--- src/psh_pkg.sv ---
`timescale 1ns / 1ps

package psh_pkg;

	localparam int HASH_W = 32;
	localparam int CHAR_W = 8;

	typedef logic [HASH_W-1:0] hash_t;
	typedef logic [CHAR_W-1:0] char_t;

	// polynomial base
	localparam hash_t HASH_MULT = hash_t'(101);

	// queue status seen by the back end
	typedef struct packed {
		logic  avail;
		hash_t hash;
	} q_head_t;

endpackage

--- src/psh_front.sv ---
`timescale 1ns / 1ps

module psh_front (
	input  logic           clk,
	input  logic           arst_n,
	input  logic           s_tvalid,
	output logic           s_tready,
	input  psh_pkg::char_t s_tdata,
	input  logic           s_tlast,
	input  logic           s_tuser,
	input  logic           q_full,
	output logic           push,
	output psh_pkg::hash_t push_hash
);
	import psh_pkg::*;

	hash_t hash_q;
	hash_t next_hash;
	logic  accept;

	assign s_tready  = ~q_full;
	assign accept    = s_tvalid & s_tready;
	// h*101 + sign-extended char, mod 2^32
	assign next_hash = hash_q * HASH_MULT + hash_t'(signed'(s_tdata));

	// empty flag wins: char is dropped, current hash goes out
	assign push      = accept & (s_tuser | s_tlast);
	assign push_hash = s_tuser ? hash_q : next_hash;

	always_ff @(posedge clk or negedge arst_n) begin
		if (!arst_n) begin
			hash_q <= '0;
		end else if (accept) begin
			if (s_tuser || s_tlast) begin
				hash_q <= '0;
			end else begin
				hash_q <= next_hash;
			end
		end
	end

endmodule

--- src/psh_queue.sv ---
`timescale 1ns / 1ps

module psh_queue #(
	parameter int DEPTH = 4
) (
	input  logic             clk,
	input  logic             arst_n,
	input  logic             push,
	input  psh_pkg::hash_t   push_hash,
	output logic             full,
	input  logic             pop,
	output psh_pkg::q_head_t head
);
	import psh_pkg::*;

	localparam int PW = (DEPTH > 1) ? $clog2(DEPTH) : 1;
	localparam int CW = $clog2(DEPTH + 1);

	hash_t           mem_q [DEPTH];
	logic [PW-1:0]   wr_ptr_q;
	logic [PW-1:0]   rd_ptr_q;
	logic [CW-1:0]   count_q;
	logic            do_push;
	logic            do_pop;

	assign full      = (count_q == CW'(DEPTH));
	assign head.avail = (count_q != '0);
	assign head.hash = mem_q[rd_ptr_q];
	assign do_push   = push & ~full;
	assign do_pop    = pop & head.avail;

	always_ff @(posedge clk) begin
		if (do_push) begin
			mem_q[wr_ptr_q] <= push_hash;
		end
	end

	always_ff @(posedge clk or negedge arst_n) begin
		if (!arst_n) begin
			wr_ptr_q <= '0;
			rd_ptr_q <= '0;
			count_q  <= '0;
		end else begin
			if (do_push) begin
				wr_ptr_q <= (wr_ptr_q == PW'(DEPTH - 1)) ? '0 : wr_ptr_q + 1'b1;
			end
			if (do_pop) begin
				rd_ptr_q <= (rd_ptr_q == PW'(DEPTH - 1)) ? '0 : rd_ptr_q + 1'b1;
			end
			case ({do_push, do_pop})
				2'b10:   count_q <= count_q + 1'b1;
				2'b01:   count_q <= count_q - 1'b1;
				default: count_q <= count_q;
			endcase
		end
	end

endmodule

--- src/psh_back.sv ---
`timescale 1ns / 1ps

module psh_back (
	input  logic             clk,
	input  logic             arst_n,
	input  psh_pkg::hash_t   slot_count,
	input  psh_pkg::q_head_t head,
	output logic             pop,
	output logic             m_tvalid,
	input  logic             m_tready,
	output psh_pkg::hash_t   m_tdata
);
	import psh_pkg::*;

	localparam int CNT_W = $clog2(HASH_W);

	typedef enum logic [2:0] {
		ST_IDLE = 3'b001,
		ST_DIV  = 3'b010,
		ST_HOLD = 3'b100
	} state_t;

	state_t             state_q;
	hash_t              dvd_q;
	hash_t              rem_q;
	logic [CNT_W-1:0]   cnt_q;
	logic               out_valid_q;
	hash_t              out_data_q;
	logic [HASH_W:0]    trial;
	logic [HASH_W:0]    diff;
	hash_t              rem_next;
	logic               out_free;

	assign m_tvalid = out_valid_q;
	assign m_tdata  = out_data_q;
	assign out_free = ~out_valid_q | m_tready;

	// one restoring step per cycle
	assign trial    = {rem_q, dvd_q[HASH_W-1]};
	assign diff     = trial - {1'b0, slot_count};
	assign rem_next = diff[HASH_W] ? trial[HASH_W-1:0] : diff[HASH_W-1:0];

	assign pop = (state_q == ST_IDLE) && head.avail;

	always_ff @(posedge clk) begin
		case (state_q)
			ST_IDLE: begin
				dvd_q <= head.hash;
				rem_q <= '0;
			end
			ST_DIV: begin
				dvd_q <= {dvd_q[HASH_W-2:0], 1'b0};
				rem_q <= rem_next;
			end
			default: begin
				dvd_q <= dvd_q;
				rem_q <= rem_q;
			end
		endcase
	end

	always_ff @(posedge clk or negedge arst_n) begin
		if (!arst_n) begin
			state_q     <= ST_IDLE;
			cnt_q       <= '0;
			out_valid_q <= 1'b0;
		end else begin
			if (m_tready) begin
				out_valid_q <= 1'b0;
			end
			case (state_q)
				ST_IDLE: begin
					if (head.avail) begin
						cnt_q <= CNT_W'(HASH_W - 1);
						// zero size: no reduction, skip the divider
						state_q <= (slot_count == '0) ? ST_HOLD : ST_DIV;
					end
				end
				ST_DIV: begin
					cnt_q <= cnt_q - 1'b1;
					if (cnt_q == '0) begin
						state_q <= ST_HOLD;
					end
				end
				ST_HOLD: begin
					if (out_free) begin
						out_valid_q <= 1'b1;
						state_q     <= ST_IDLE;
					end
				end
				default: state_q <= ST_IDLE;
			endcase
		end
	end

	always_ff @(posedge clk) begin
		if (state_q == ST_HOLD && out_free) begin
			out_data_q <= (slot_count == '0) ? dvd_q : rem_q;
		end
	end

endmodule

--- src/polynomial_string_hash.sv ---
`timescale 1ns / 1ps

// Polynomial string hash, base 101. Characters stream in one per item on the
// s_ side; each is sign-extended from 8 bits and folded in as
// hash = hash*101 + c (mod 2^32). The item with tlast, or with the empty flag
// in tuser, ends the string: the hash goes to a small queue and the
// accumulator clears, so the next string can stream in at one item per
// cycle; s_tready drops only when QUEUE_DEPTH finished strings wait for the
// divider. A back end takes each finished hash from the queue and reduces it
// modulo the slot count with a one-bit-per-cycle restoring divider: pop, 32
// restoring steps, output load. When the slot count is zero the divider is
// skipped and the full 32-bit hash is returned. An empty-flag item ignores
// its character and ends the string with the hash as it stands (0 after a
// clean boundary). The slot count resets to 1; the user must see that it is
// written on the cfg channel while idle, which the block does not enforce.

module polynomial_string_hash #(
	parameter int QUEUE_DEPTH = 4
) (
	input  logic        clk,
	input  logic        arst_n,
	// config: slot count
	input  logic        cfg_valid,
	output logic        cfg_ready,
	input  logic [31:0] cfg_data,
	// input items
	input  logic        s_tvalid,
	output logic        s_tready,
	input  logic [7:0]  s_tdata,   // [7:0] char_byte
	input  logic        s_tlast,   // last_char
	input  logic        s_tuser,   // [0] empty_string
	// result items
	output logic        m_tvalid,
	input  logic        m_tready,
	output logic [31:0] m_tdata    // [31:0] slot_index
);
	import psh_pkg::*;

	hash_t   slot_count_q;
	logic    push;
	hash_t   push_hash;
	logic    q_full;
	logic    pop;
	q_head_t head;

	assign cfg_ready = 1'b1;

	always_ff @(posedge clk or negedge arst_n) begin
		if (!arst_n) begin
			slot_count_q <= hash_t'(1);
		end else if (cfg_valid && cfg_ready) begin
			slot_count_q <= cfg_data;
		end
	end

	// front: accumulate characters, push finished hashes
	psh_front u_front (
		.clk       (clk),
		.arst_n    (arst_n),
		.s_tvalid  (s_tvalid),
		.s_tready  (s_tready),
		.s_tdata   (s_tdata),
		.s_tlast   (s_tlast),
		.s_tuser   (s_tuser),
		.q_full    (q_full),
		.push      (push),
		.push_hash (push_hash)
	);

	psh_queue #(
		.DEPTH (QUEUE_DEPTH)
	) u_queue (
		.clk       (clk),
		.arst_n    (arst_n),
		.push      (push),
		.push_hash (push_hash),
		.full      (q_full),
		.pop       (pop),
		.head      (head)
	);

	// back: modulo reduction and output register
	psh_back u_back (
		.clk        (clk),
		.arst_n     (arst_n),
		.slot_count (slot_count_q),
		.head       (head),
		.pop        (pop),
		.m_tvalid   (m_tvalid),
		.m_tready   (m_tready),
		.m_tdata    (m_tdata)
	);

endmodule
--- config.mk ---
export PLATFORM = sky130hd
export DESIGN_NAME = polynomial_string_hash
export DESIGN_NICKNAME = d
export VERILOG_FILES = /design/src/psh_pkg.sv /design/src/psh_front.sv /design/src/psh_queue.sv /design/src/psh_back.sv /design/src/polynomial_string_hash.sv
export SDC_FILE = /design/constraint.sdc
export NUM_CORES = 1
export LEC_CHECK = 0
export BUFFER_PORTS_ARGS = -buffer_cell sky130_fd_sc_hd__buf_2
export CAP_MARGIN = 40
export CELL_PAD_IN_SITES_DETAIL_PLACEMENT = 0
export CELL_PAD_IN_SITES_GLOBAL_PLACEMENT = 1
export CORE_MARGIN = 4
export CORE_UTILIZATION = 49
export CTS_CLUSTER_DIAMETER = 150
export DETAILED_ROUTE_END_ITERATION = 8
export PLACE_DENSITY_LB_ADDON = 0.1
export SETUP_SLACK_MARGIN = 0.1
export SKIP_LAST_GASP = 1
export SLEW_MARGIN = 10
export SYNTH_ARGS = -nofsm -noshare
export SYNTH_HDL_FRONTEND = slang
export SYNTH_SLANG_ARGS = --single-unit
--- constraint.sdc ---
create_clock -name clk -period 5.8 [get_ports clk]
set_input_delay 0.58 -clock clk [delete_from_list [all_inputs] [get_ports clk]]
set_output_delay 0.58 -clock clk [all_outputs]
set_load 0.01 [all_outputs]
Yosys cells after proc, flatten, opt, wreduce, memory -nomap -nowiden
Memory sizes are Yosys's and may differ from the RTL's.
Index checks and enable logic that the tools add are counted.

storage, ports and cells
  register bits after elaboration = 176
  output and inout bits = 35
  input bits = 47
  bits in writable memories = 128
  memories kept = 1

memories
  memory         words  width  rd ports  clocked after Yosys merged registers in  write ports  line             RTL
  u_queue.mem_q  4      32     1         0                                        1            psh_queue.sv:19  hash_t mem_q [DEPTH];

cells by class
  bitwise operators = 8
  eq/ne operators = 11
  $add $sub $neg = 7
  multiply operators = 1
  reduce and logical (&&, ||, !) cells = 10
  mux-type cells = 21

operators by type and width
  kind                   count
  $mux 32                4
  $pmux 32 s2            2
  $sub 33x32->33         1
  $add 32x32->32         1
  $logic_not 32->1       1
  $mul 32x7->32 const B  1
  $mux 3                 4
  $pmux 5 s2             1
  $pmux 3 s3             1
  $eq 2x2->1 const B     3
  $eq 3x3->1 const B     2
  $ne 2x1->1 const B     3
  $pmux 3 s2             1
  $logic_not 5->1        1
  $mux 1                 5
  $mux 5                 1
  $sub 5x1->5 const B    1
  $add 2x1->2 const B    2
  $and 1x1->1            4
  $mux 2                 2
  $reduce_bool 2->1      2
  $add 3x1->3 const B    1
  $eq 3x1->1 const B     1
  $eq 3x2->1 const B     1
  other kinds (9)        12

Depth between registers and ports, before layout
Gate-level depths: netlist of the first run.

  depth after elaboration = 7
  mapped depth = 18

Modules after synthesis
Synthesis of the first run repeated with hierarchy kept, for this count alone.

unflattened totals
  cells, all modules = 1,643
  area, all modules = 19,084.6 µm²

by module, submodules not included
  module                  instances  sequential area each (µm²)  area each (µm²)  cells an instance
  psh_back                1          3,109.2                     6,561.3          649
  psh_front               1          800.8                       6,094.6          715
  psh_queue               1          4,018.9                     5,071.1          209
  polynomial_string_hash  1          802.0                       1,357.6          70

Worst setup path after synthesis of the first run
No wires, ideal clock.

  path type = reg-to-reg
  from = register u_front.hash_q[1]
  to = memory u_queue.mem_q[0][23] (netlist name), data pin
  path buffers = 0
  path slack = 928 ps
  arrival time = 4,654 ps
  library setup time = 219 ps
  stages on the path, launching flop included = 19
  required time = 5,581 ps
  clock period less this slack = 4,872 ps
  cell sequence = dfrtp_1 -> ha_1 -> inv_1 -> fa_1 -> inv_1 -> fa_1 -> inv_1 -> fa_1 -> inv_1 -> ha_1 -> o21a_1 -> o21a_1 -> o31ai_1 -> nor2_1 -> a2111oi_4 -> nor3_1 -> o311ai_0 -> a21boi_0 -> o31ai_1

on the way
  longest elaborated chain between the ends = 3

ends and longest elaborated chain
  element                  line                          RTL
  from (decl)              psh_front.sv:17               hash_t hash_q;
  from (signal assigned)   psh_front.sv:37               hash_q <= next_hash;
  $mul 32x7->32            psh_front.sv:24               assign next_hash = hash_q * HASH_MULT + hash_t'(signed'(s_tdata));
  $add 32x32->32           psh_front.sv:24
  $mux 32                  psh_front.sv:28               assign push_hash = s_tuser ? hash_q : next_hash;
  named net push_hash[23]  polynomial_string_hash.sv:41  hash_t push_hash;
  to (decl)                psh_queue.sv:19

The timed path passes the listed nets, and every way through them passes these cells.

Final worst setup path of the first run
  from = register u_front.hash_q[1]
  to = memory u_queue.mem_q[1][21] (netlist name), data pin

Same word-level chain as after synthesis.

==> results.md, run 1 <==
* Post-route ant nets at 0
* Required time of the worst setup path at 6.05 ns
* DR vias at 12,100
* Crit-path max cell delay at 0.53 ns
* Initial antenna violation count at 0
* Worst Path Max Fanout at 6
* Async SR Flop Fraction at 0.263
* Largest net degree at the start of global routing at 67
* GP Congestion at 0.835
* CTS tree: yes
* Tmin final at 5.31 ns
* Ports at 82
* R2r setup slk at 0.49 ns
* Max Freq at 188 MHz
* Critical-path top delay cell: fa_1
* DIE AREA at 41,700 um2
* Startpoint types: flip-flop
* Actual slew at the worst max-slew pin at 0.830 ns
* Vias per cell at 5.27
* Placed insts at 2,238
* Longest Clk Path Bufs at 3
* Net count after synthesis at 1,946
* Skew final at 0.0210 ns
* H-tree depth at 2
* Clk root buf: clkbuf_16
* Critical path cell sequence: ha_1, inv_1, fa_1, inv_1, fa_1, inv_1, fa_1, inv_1, ha_1, o21a_1, o21a_1, o31ai_1, nor2_1, a2111oi_4, nor3_1, o31ai_1, a21boi_0, o31ai_1
* Post-route DRC at 0
* Number of flops mapped to enable cells by yosys at 224
* Avg Inst Size Synth at 11.2 um2
* Clk pin slew, worst setup/hold paths at 0.06 ns
* Starting Density at 0.498
* Unrepaired setup endpoints after global routing: false
* Pre-antenna DRT Iters at 5
* Max-slew violations at 0
* Port-buffer cells at 80
* FF+latch count, synth at 304
* Vias in the first global route at 12,500
* Mapped Area at 18,800 um2
* Reg2Reg Capture Point: u_queue.mem_q[1][21]
* Post-synth top cells: nand2_1 (262), inv_1 (234), edfxtp_1 (224), ha_1 (133), o21ai_0 (114)
* Chip Width at 204 um
* Post-DP HPWL at 28.7 mm
* CP dominant cell by count: inv_1
* Setup Crit Path Kind: reg -> reg
* Initial DRC Count at 753
* Grt ovf at 0
* Synth cell types at 73
* Maxcap violations at 0
* Clk sinks at 304
* Worst EP arrival at 5.56 ns
* Final worst-path cycle share at 0.915
* Seq/Total Area, Yosys at 0.463
* Share of layout cells above drive strength 1 at 0.137
* Core area at 37,800 um2
* Drt wl/cell at 17.3 um
* RR Startpoint: u_front.hash_q[1]
* DRT Wirelength at 39.8 mm
* First-pass GRT wire length at 66.0 mm
* Total CTS buffers at 37
* Reg2reg path depth at 18
* Top cells by area, synth: edfxtp_1 (36%), dfrtp_1 (10%), ha_1 (8.8%)
* Clock latency on the worst-skew pair at 0.54 ns
* Worst setup EP type: flip-flop
* Status: complete, no violations
* Post-Syn Instances at 1,686
* Synth area leader: edfxtp_1
* Final net count at 2,026
* Share of the synthesized area in the top cell type at 0.357
* FP Rows at 71
* Hold Crit Class: in -> async
* Area delta synth->final at 11.8%
* Total Neg Setup Slack at 0 ns
* Die Height at 204 um
* Yosys warnings at 0
* GRT Total Usage at 0.196
* Ys flop type: edfxtp_1
* Diode count at 0
* Setup Viol. Count Final at 0
* Slew headroom at 0.447
* Final Instance Count excl. Fillers at 2,303
* Final Hold Viols at 0
* Top-count cell post-synth: nand2_1
kinds of logic after synthesis:
family,after synthesis,share of synthesized area
other,1,0.000199
multiplexers,105,0.0795
AND/OR/NAND/NOR,448,0.107
AO/OA/AOI/OAI,267,0.0907
XOR/XNOR,55,0.0266
buffers and inverters,293,0.0598
adder cells (fa/ha/maj),213,0.173
flip-flops,304,0.463
layout make-up:
class / instances / area (um2)
timing repair buffer: 100 / 573
fill: 3338 / 16800
sequential: 304 / 8730
clock inverter: 19 / 228
multi-input combinational: 1089 / 9020
tap: 511 / 639
clock buffer: 46 / 990
inverter: 234 / 878
critical path, delay by kind of cell, from the launching register on:
kind,cells,cell delay [ns]
flip-flops,1,0.45
buffers and inverters,4,0.19
adder cells (fa/ha/maj),5,2.15
AO/OA/AOI/OAI,7,1.96
AND/OR/NAND/NOR,2,0.28
flip-flops by register name (all words and copies together), names as in the netlist:
signal / cells
u_queue.wr_ptr_q: 2
u_queue.mem_q: 128
u_back.m_tdata: 32
u_back.state_q: 3
u_back.cnt_q: 5
u_back.rem_q: 32
u_front.hash_q: 32
slot_count_q: 32
u_queue.count_q: 3
u_back.m_tvalid: 1
u_queue.rd_ptr_q: 2
u_back.dvd_q: 32
placed cells by master (no fill, tap or decap), drive strengths merged, types with 38 or more instances in the layout:
master / Yosys / final
a21oi: 49 / 49
buf: 8 / 100
clkbuf: 51 / 46
dfrtp: 78 / 78
edfxtp: 224 / 224
fa: 80 / 80
ha: 133 / 133
inv: 234 / 236
mux2: 38 / 38
nand2: 262 / 262
nor2: 41 / 41
o21ai: 116 / 116
through the flow:
| step | utilization | hold WS, ns | instance area (um2) | worst slack, ns |
|---|---|---|---|---|
| floorplan | - | 0.284 | 18800 | 0.928 |
| global placement | 0.523 | 0.485 | 19800 | 0.584 |
| detailed placement | 0.524 | 0.491 | 19800 | 0.418 |
| CTS | 0.556 | 0.0652 | 21100 | 0.372 |
| global route | 0.557 | 0.0951 | 21100 | 0.106 |
| finish | 0.557 | 0.0623 | 21100 | 0.492 |
per-layer routing:
| layer | track usage | vias to the layer above | wire, um |
|---|---|---|---|
| met3 | 0.0260 | 49 | 1550 |
| met2 | 0.309 | 191 | 17900 |
| met5 | 0 | - | 0 |
| li1 | - | 6030 | - |
| met1 | 0.291 | 5869 | 19600 |
| met4 | 0.0500 | 0 | 752 |
worst max-delay path by stage:
| stage | end | startpoint | cells after the start |
|---|---|---|---|
| 2_1_floorplan | u_queue.mem_q[0][23] | u_front.hash_q[1] | 18 |
| 3_3_place_gp | u_queue.mem_q[0][23] | u_front.hash_q[1] | 18 |
| 3_5_place_dp | u_queue.mem_q[0][23] | u_front.hash_q[1] | 18 |
| 4_1_cts | u_queue.mem_q[0][23] | u_front.hash_q[1] | 18 |
| 5_1_grt | u_queue.mem_q[1][23] | u_front.hash_q[1] | 18 |
| 6_report | u_queue.mem_q[1][21] | u_front.hash_q[1] | 18 |
repair_timing:
item	4_1_cts	5_1_grt
setup endpoints to repair	0	4
hold buffers	0	0
resized for setup	0	2
setup buffers	0	0
Power of run 1 is not shown: default switching activity piles up to over one toggle a cycle in this logic, so the estimate is an artifact.
==> run 2: changes to the inputs <==
==> constraint.sdc (replaced) <==
create_clock -name clk -period 5.1 [get_ports clk]
set_input_delay 0.51 -clock clk [delete_from_list [all_inputs] [get_ports clk]]
set_output_delay 0.51 -clock clk [all_outputs]
set_load 0.01 [all_outputs]
==> results.md, run 2 (synthesis gave the netlist of run 1 again) <==
* GRT Total Usage at 0.197 (+0.000465)
* Vias per cell at 5.23 (-0.74%)
* Skew final at 0.0292 ns (+0.00820 ns)
* Tmin final at 4.86 ns (-0.447 ns)
* Actual slew at the worst max-slew pin at 0.861 ns (+0.0317 ns)
* Total CTS buffers at 35 (-5.4%)
* Clk pin slew, worst setup/hold paths at 0.06 ns (about the same)
* Final worst-path cycle share at 0.953 (+0.0379)
* Critical-path top delay cell: fa_1
* First-pass GRT wire length at 66.0 mm (about the same)
* Post-DP HPWL at 29.4 mm (+2.2%)
* Max-slew violations at 0 (unchanged)
* Highest-count cells in the layout ignoring fill and taps: nand2_1 (261), inv_1 (227), edfxtp_1 (224)
* Final Cell Area at 21,800 um2 (+3.5%)
* Max reg flops at 128 (unchanged)
* GP Congestion at 0.858 (+2.7%)
* DRT Wirelength at 40.4 mm (+1.6%)
* Pre-antenna DRT Iters at 6 (+1)
* DIE AREA at 41,700 um2 (unchanged)
* Share of layout cells above drive strength 1 at 0.190 (+0.0525)
* Core area at 37,800 um2 (unchanged)
* Slew headroom at 0.426 (-0.0211)
* Drt wl/cell at 17.2 um (-0.41%)
* Diode count at 0 (unchanged)
* Unrepaired setup endpoints after global routing: true
* Worst setup EP type: flip-flop
* CTS tree: yes
* Crit-path max cell delay at 0.52 ns (about the same)
* Chip Width at 204 um (unchanged)
* Starting Density at 0.498 (unchanged)
* Setup Crit Path Kind: reg -> reg
* Port-buffer cells at 80 (unchanged)
* Status: complete, no violations
* Initial antenna violation count at 0 (unchanged)
* Largest net degree at the start of global routing at 55 (-18%)
* Required time of the worst setup path at 5.47 ns (-0.58 ns)
* Startpoint types: flip-flop
* Setup Viol. Count Final at 0 (unchanged)
* Worst EP arrival at 5.23 ns (-0.33 ns)
* Total Neg Setup Slack at 0 ns (unchanged)
* Clock latency on the worst-skew pair at 0.54 ns (about the same)
* Initial DRC Count at 818 (+8.6%)
* DR vias at 12,300 (+1.3%)
* Clk root buf: clkbuf_16
* H-tree depth at 2 (unchanged)
* Clk sinks at 304 (unchanged)
* Critical path cell sequence: ha_4, inv_2, fa_1, inv_2, fa_1, inv_1, fa_1, inv_2, ha_4, o21a_1, o21a_1, buf_4, o32ai_4, o41ai_4, a21o_1, a311o_1, and2_4, or4_1, nand3_2
* Vias in the first global route at 12,500 (+0.040%)
* Ports at 82 (unchanged)
* Final net count at 2,072 (+2.3%)
* Fill cell count at 3,293 (-1.3%)
* Storage cell area at 8740 um2 (about the same)
* Reg with most FFs: u_queue.mem_q
* Final Hold Viols at 0 (unchanged)
* Hold Crit Class: in -> reg
* Maxcap violations at 0 (unchanged)
* Post-route ant nets at 0 (unchanged)
* Multi-input gate area at 9360 um2 (+3.8%)
* Placed Area at 20,100 um2 (+1.4%)
* FP Rows at 71 (unchanged)
* Commonest non-fill, non-tap cell in the layout: nand2_1
* Die Height at 204 um (unchanged)
* Grt ovf at 0 (unchanged)
* Post-route DRC at 0 (unchanged)
* Area delta synth->final at 15.6%
* Max Freq at 206 MHz (+9.2%)
* Longest Clk Path Bufs at 3 (unchanged)
* Worst Path Max Fanout at 4 (-2)
==> run 2: cell count changes in the layout (fill, tap and decap cells not counted), sizes merged <==
cell	previous run	this run
bufinv	5	3
buf	100	147
clkinv	11	9
dlygate4sd3	0	1
clkbuf	46	49
==> run 2: repair_timing <==
| item | 4_1_cts | 5_1_grt |
|---|---|---|
| endpoints found under the setup margin | 32 | 54 |
| hold buffers | 1 | 0 |
| pin swaps | 24 | 32 |
| gates resized for setup | 31 | 47 |
| endpoints found under the hold margin | 33 | 0 |
| buffers inserted | 6 | 8 |
==> run 2: metrics by stage <==
step	util	instances	setup WS, ns	hold WS [ns]
finish	0.576	2350	0.239	0.184
global route	0.576	2350	0.0780	0.171
CTS	0.569	2342	0.101	0.149
detailed placement	0.531	2271	-0.0825	0.494
global placement	0.530	2269	0.0394	0.483
floorplan	-	1686	0.228	0.214
==> run 2: layer usage <==
metal	part of all wire	GRT usage	up-vias
met2	0.46	0.309	184
met5	0	0	-
li1	-	-	6120
met3	0.035	0.0290	53
met4	0.019	0.0486	0
met1	0.49	0.291	5938
==> run 2: area by class of cell <==
| cell class | instances | area share |
|---|---|---|
| inverter | 234 | 0.0403 |
| tap | 511 | 0.0293 |
| sequential | 304 | 0.401 |
| clock buffer | 49 | 0.0468 |
| timing repair buffer | 148 | 0.0451 |
| multi-input combinational | 1089 | 0.429 |
| clock inverter | 15 | 0.00781 |
==> run 2: worst paths after layout <==
path	from	endpoint	slack [ns]	cells after the start
min in group asynchronous	arst_n	slot_count_q[18]	0.51	2
max in group asynchronous	arst_n	u_front.hash_q[15]	3.45	3
worst min-delay path	cfg_data[29]	slot_count_q[29]	0.18	3
worst max register to register	u_front.hash_q[2]	u_queue.mem_q[2][28]	0.24	19
worst min register to register	u_queue.count_q[0]	u_queue.count_q[0]	0.49	1
worst max-delay path	u_front.hash_q[2]	u_queue.mem_q[2][28]	0.24	19
==> run 2: worst max-delay path, delay by kind of cell, from the launching register on <==
kind                       cells  cell delay (ns)
and+or+nand+nor                3             0.78
adders and majority gates      5             1.97
buffers and inverters          5             0.31
AOI/OAI and AO/OA              6             1.21
DFF                            1             0.44
Power of run 2 is left out for the same reason.
==> run 3: changes to the inputs <==
--- a/config.mk
+++ b/config.mk
@@ -11,6 +11,7 @@
 export CELL_PAD_IN_SITES_GLOBAL_PLACEMENT = 1
 export CORE_MARGIN = 4
 export CORE_UTILIZATION = 49
+export CTS_BUF_LIST = sky130_fd_sc_hd__clkbuf_8 sky130_fd_sc_hd__clkbuf_16
 export CTS_CLUSTER_DIAMETER = 150
 export DETAILED_ROUTE_END_ITERATION = 8
 export PLACE_DENSITY_LB_ADDON = 0.1
==> results.md, run 3 (synthesis gave the netlist of run 1 again) <==
* Status: complete, no violations
* First-pass GRT wire length at 66.0 mm (unchanged)
* Min Hold Slack at 0.184 ns (+0.0000100 ns)
* Skew final at 0.0294 ns (+0.000156 ns)
* Highest-count cells in the layout ignoring fill and taps: nand2_1 (261), inv_1 (233), edfxtp_1 (224)
* Post-route DRC at 0 (unchanged)
* Starting Density at 0.498 (unchanged)
* Max-slew violations at 0 (unchanged)
* Hold Crit Class: in -> reg
* Vias per cell at 5.23 (about the same)
* Worst EP arrival at 5.23 ns (about the same)
* Final net count at 2,072 (unchanged)
* DR vias at 12,300 (+0.016%)
* DRT Wirelength at 40.4 mm (about the same)
* Reg with most FFs: u_queue.mem_q
* Pre-antenna DRT Iters at 6 (unchanged)
* Min-Delay Endpoint: slot_count_q[29]
* Actual slew at the worst max-slew pin at 0.861 ns (+0.000242 ns)
* Unrepaired setup endpoints after global routing: true
* Final Hold Viols at 0 (unchanged)
* Hold Path Origin: cfg_data[29]
* Diode count at 0 (unchanged)
* Commonest non-fill, non-tap cell in the layout: nand2_1
* Tmin final at 4.86 ns (+0.00292 ns)
* Chip Width at 204 um (unchanged)
* GRT Total Usage at 0.197 (unchanged)
* Critical-path top delay cell: fa_1
* Clock latency on the worst-skew pair at 0.54 ns (about the same)
* Port-buffer cells at 80 (unchanged)
* CTS tree: yes
* Worst Hold Depth at 3 (unchanged)
* Setup Crit Path Kind: reg -> reg
* Worst path bufs/invs at 5 (unchanged)
* RR Startpoint: u_front.hash_q[2]
* Die Height at 204 um (unchanged)
* Worst path depth at 19 (unchanged)
* Placed Area at 20,100 um2 (unchanged)
* R2r setup slk at 0.24 ns (about the same)
* FP Rows at 71 (unchanged)
* DIE AREA at 41,700 um2 (unchanged)
* Longest Clk Path Bufs at 3 (unchanged)
* Final Cell Area at 21,800 um2 (unchanged)
* Clk pin slew, worst setup/hold paths at 0.06 ns (about the same)
* Worst setup EP type: flip-flop
* Grt ovf at 0 (unchanged)
* Clk sinks at 304 (unchanged)
* Share of layout cells above drive strength 1 at 0.190 (unchanged)
* Critical path cell sequence: ha_4, inv_2, fa_1, inv_2, fa_1, inv_1, fa_1, inv_2, ha_4, o21a_1, o21a_1, buf_4, o32ai_4, o41ai_4, a21o_1, a311o_1, and2_4, or4_1, nand3_2
* Required time of the worst setup path at 5.47 ns (about the same)
* Area delta synth->final at 15.6% (unchanged)
* Max Freq at 206 MHz (about the same)
* H-tree depth at 2 (unchanged)
* Total Neg Setup Slack at 0 ns (unchanged)
* Reg2reg path depth at 19 (unchanged)
* Core Util, Final at 0.576 (unchanged)
* Post-route ant nets at 0 (unchanged)
* Reg2Reg Capture Point: u_queue.mem_q[2][28]
* Storage cell area at 8740 um2 (unchanged)
* Initial antenna violation count at 0 (unchanged)
* Clk root buf: clkbuf_16
* Crit-path max cell delay at 0.52 ns (about the same)
* Ports at 82 (unchanged)
* Multi-input gate area at 9360 um2 (unchanged)
* Setup Viol. Count Final at 0 (unchanged)
* Worst Path Max Fanout at 4 (unchanged)
* Final worst-path cycle share at 0.954 (about the same)
* Initial DRC Count at 817 (-0.12%)
* Startpoint types: flip-flop
* Core area at 37,800 um2 (unchanged)
* GP Congestion at 0.858 (unchanged)
* Largest net degree at the start of global routing at 55 (unchanged)
* Max reg flops at 128 (unchanged)
* Vias in the first global route at 12,500 (unchanged)
* Delay-heaviest family, CP: adder cells
* Drt wl/cell at 17.2 um (about the same)
* Maxcap violations at 0 (unchanged)
* Post-DP HPWL at 29.4 mm (unchanged)
* Slew headroom at 0.426 (about the same)
* Total CTS buffers at 35 (unchanged)
* Fill cell count at 3,293 (unchanged)
[run 3: cell types whose count changed in the layout (fill, tap and decap cells not counted)]
cell | previous run | this run
clkbuf_1 | 6 | 0
inv_1 | 227 | 233
[run 3: what timing repair did]
item	4_1_cts	5_1_grt
hold buffers	1	0
endpoints found under the setup margin	32	54
setup buffers	6	8
hold endpoints to repair	33	0
pin swaps	24	32
gates resized for setup	31	47
[run 3: cell type report]
class,instances,area share
multi-input combinational,1089,0.429
sequential,304,0.401
clock buffer,43,0.0458
timing repair buffer,148,0.0451
inverter,234,0.0403
tap,511,0.0293
clock inverter,21,0.00884
[run 3: metal layers]
metal	vias up	GRT usage	part of all wire
met4	0	0.0486	0.019
met3	53	0.0290	0.035
met5	-	0	0
li1	6120	-	-
met2	183	0.309	0.46
met1	5941	0.291	0.49
[run 3: worst max-delay path by stage]
stage / from / end
global route: u_front.hash_q[9] / u_queue.mem_q[2][30]
finish: u_front.hash_q[2] / u_queue.mem_q[2][28]
detailed placement: u_front.hash_q[2] / u_queue.mem_q[2][23]
CTS: u_front.hash_q[3] / u_queue.mem_q[2][30]
global placement: u_front.hash_q[2] / u_queue.mem_q[0][29]
floorplan: u_front.hash_q[1] / u_queue.mem_q[0][23]
[run 3: stage by stage]
| step | std cells | setup WS (ns) |
|---|---|---|
| after global routing | 2350 | 0.0780 |
| final | 2350 | 0.236 |
| after floorplan | 1686 | 0.228 |
| after global placement | 2269 | 0.0394 |
| after CTS | 2342 | 0.101 |
| after detailed placement | 2271 | -0.0825 |
[run 3: tightest hold or removal path: cells and delay by family]
family | cells | cell delay (ns)
buffers and inverters | 1 | 0.07
AO/OA/AOI/OAI | 1 | 0.06
AND/OR/NAND/NOR | 1 | 0.04
Power of run 3 is left out for the same reason.
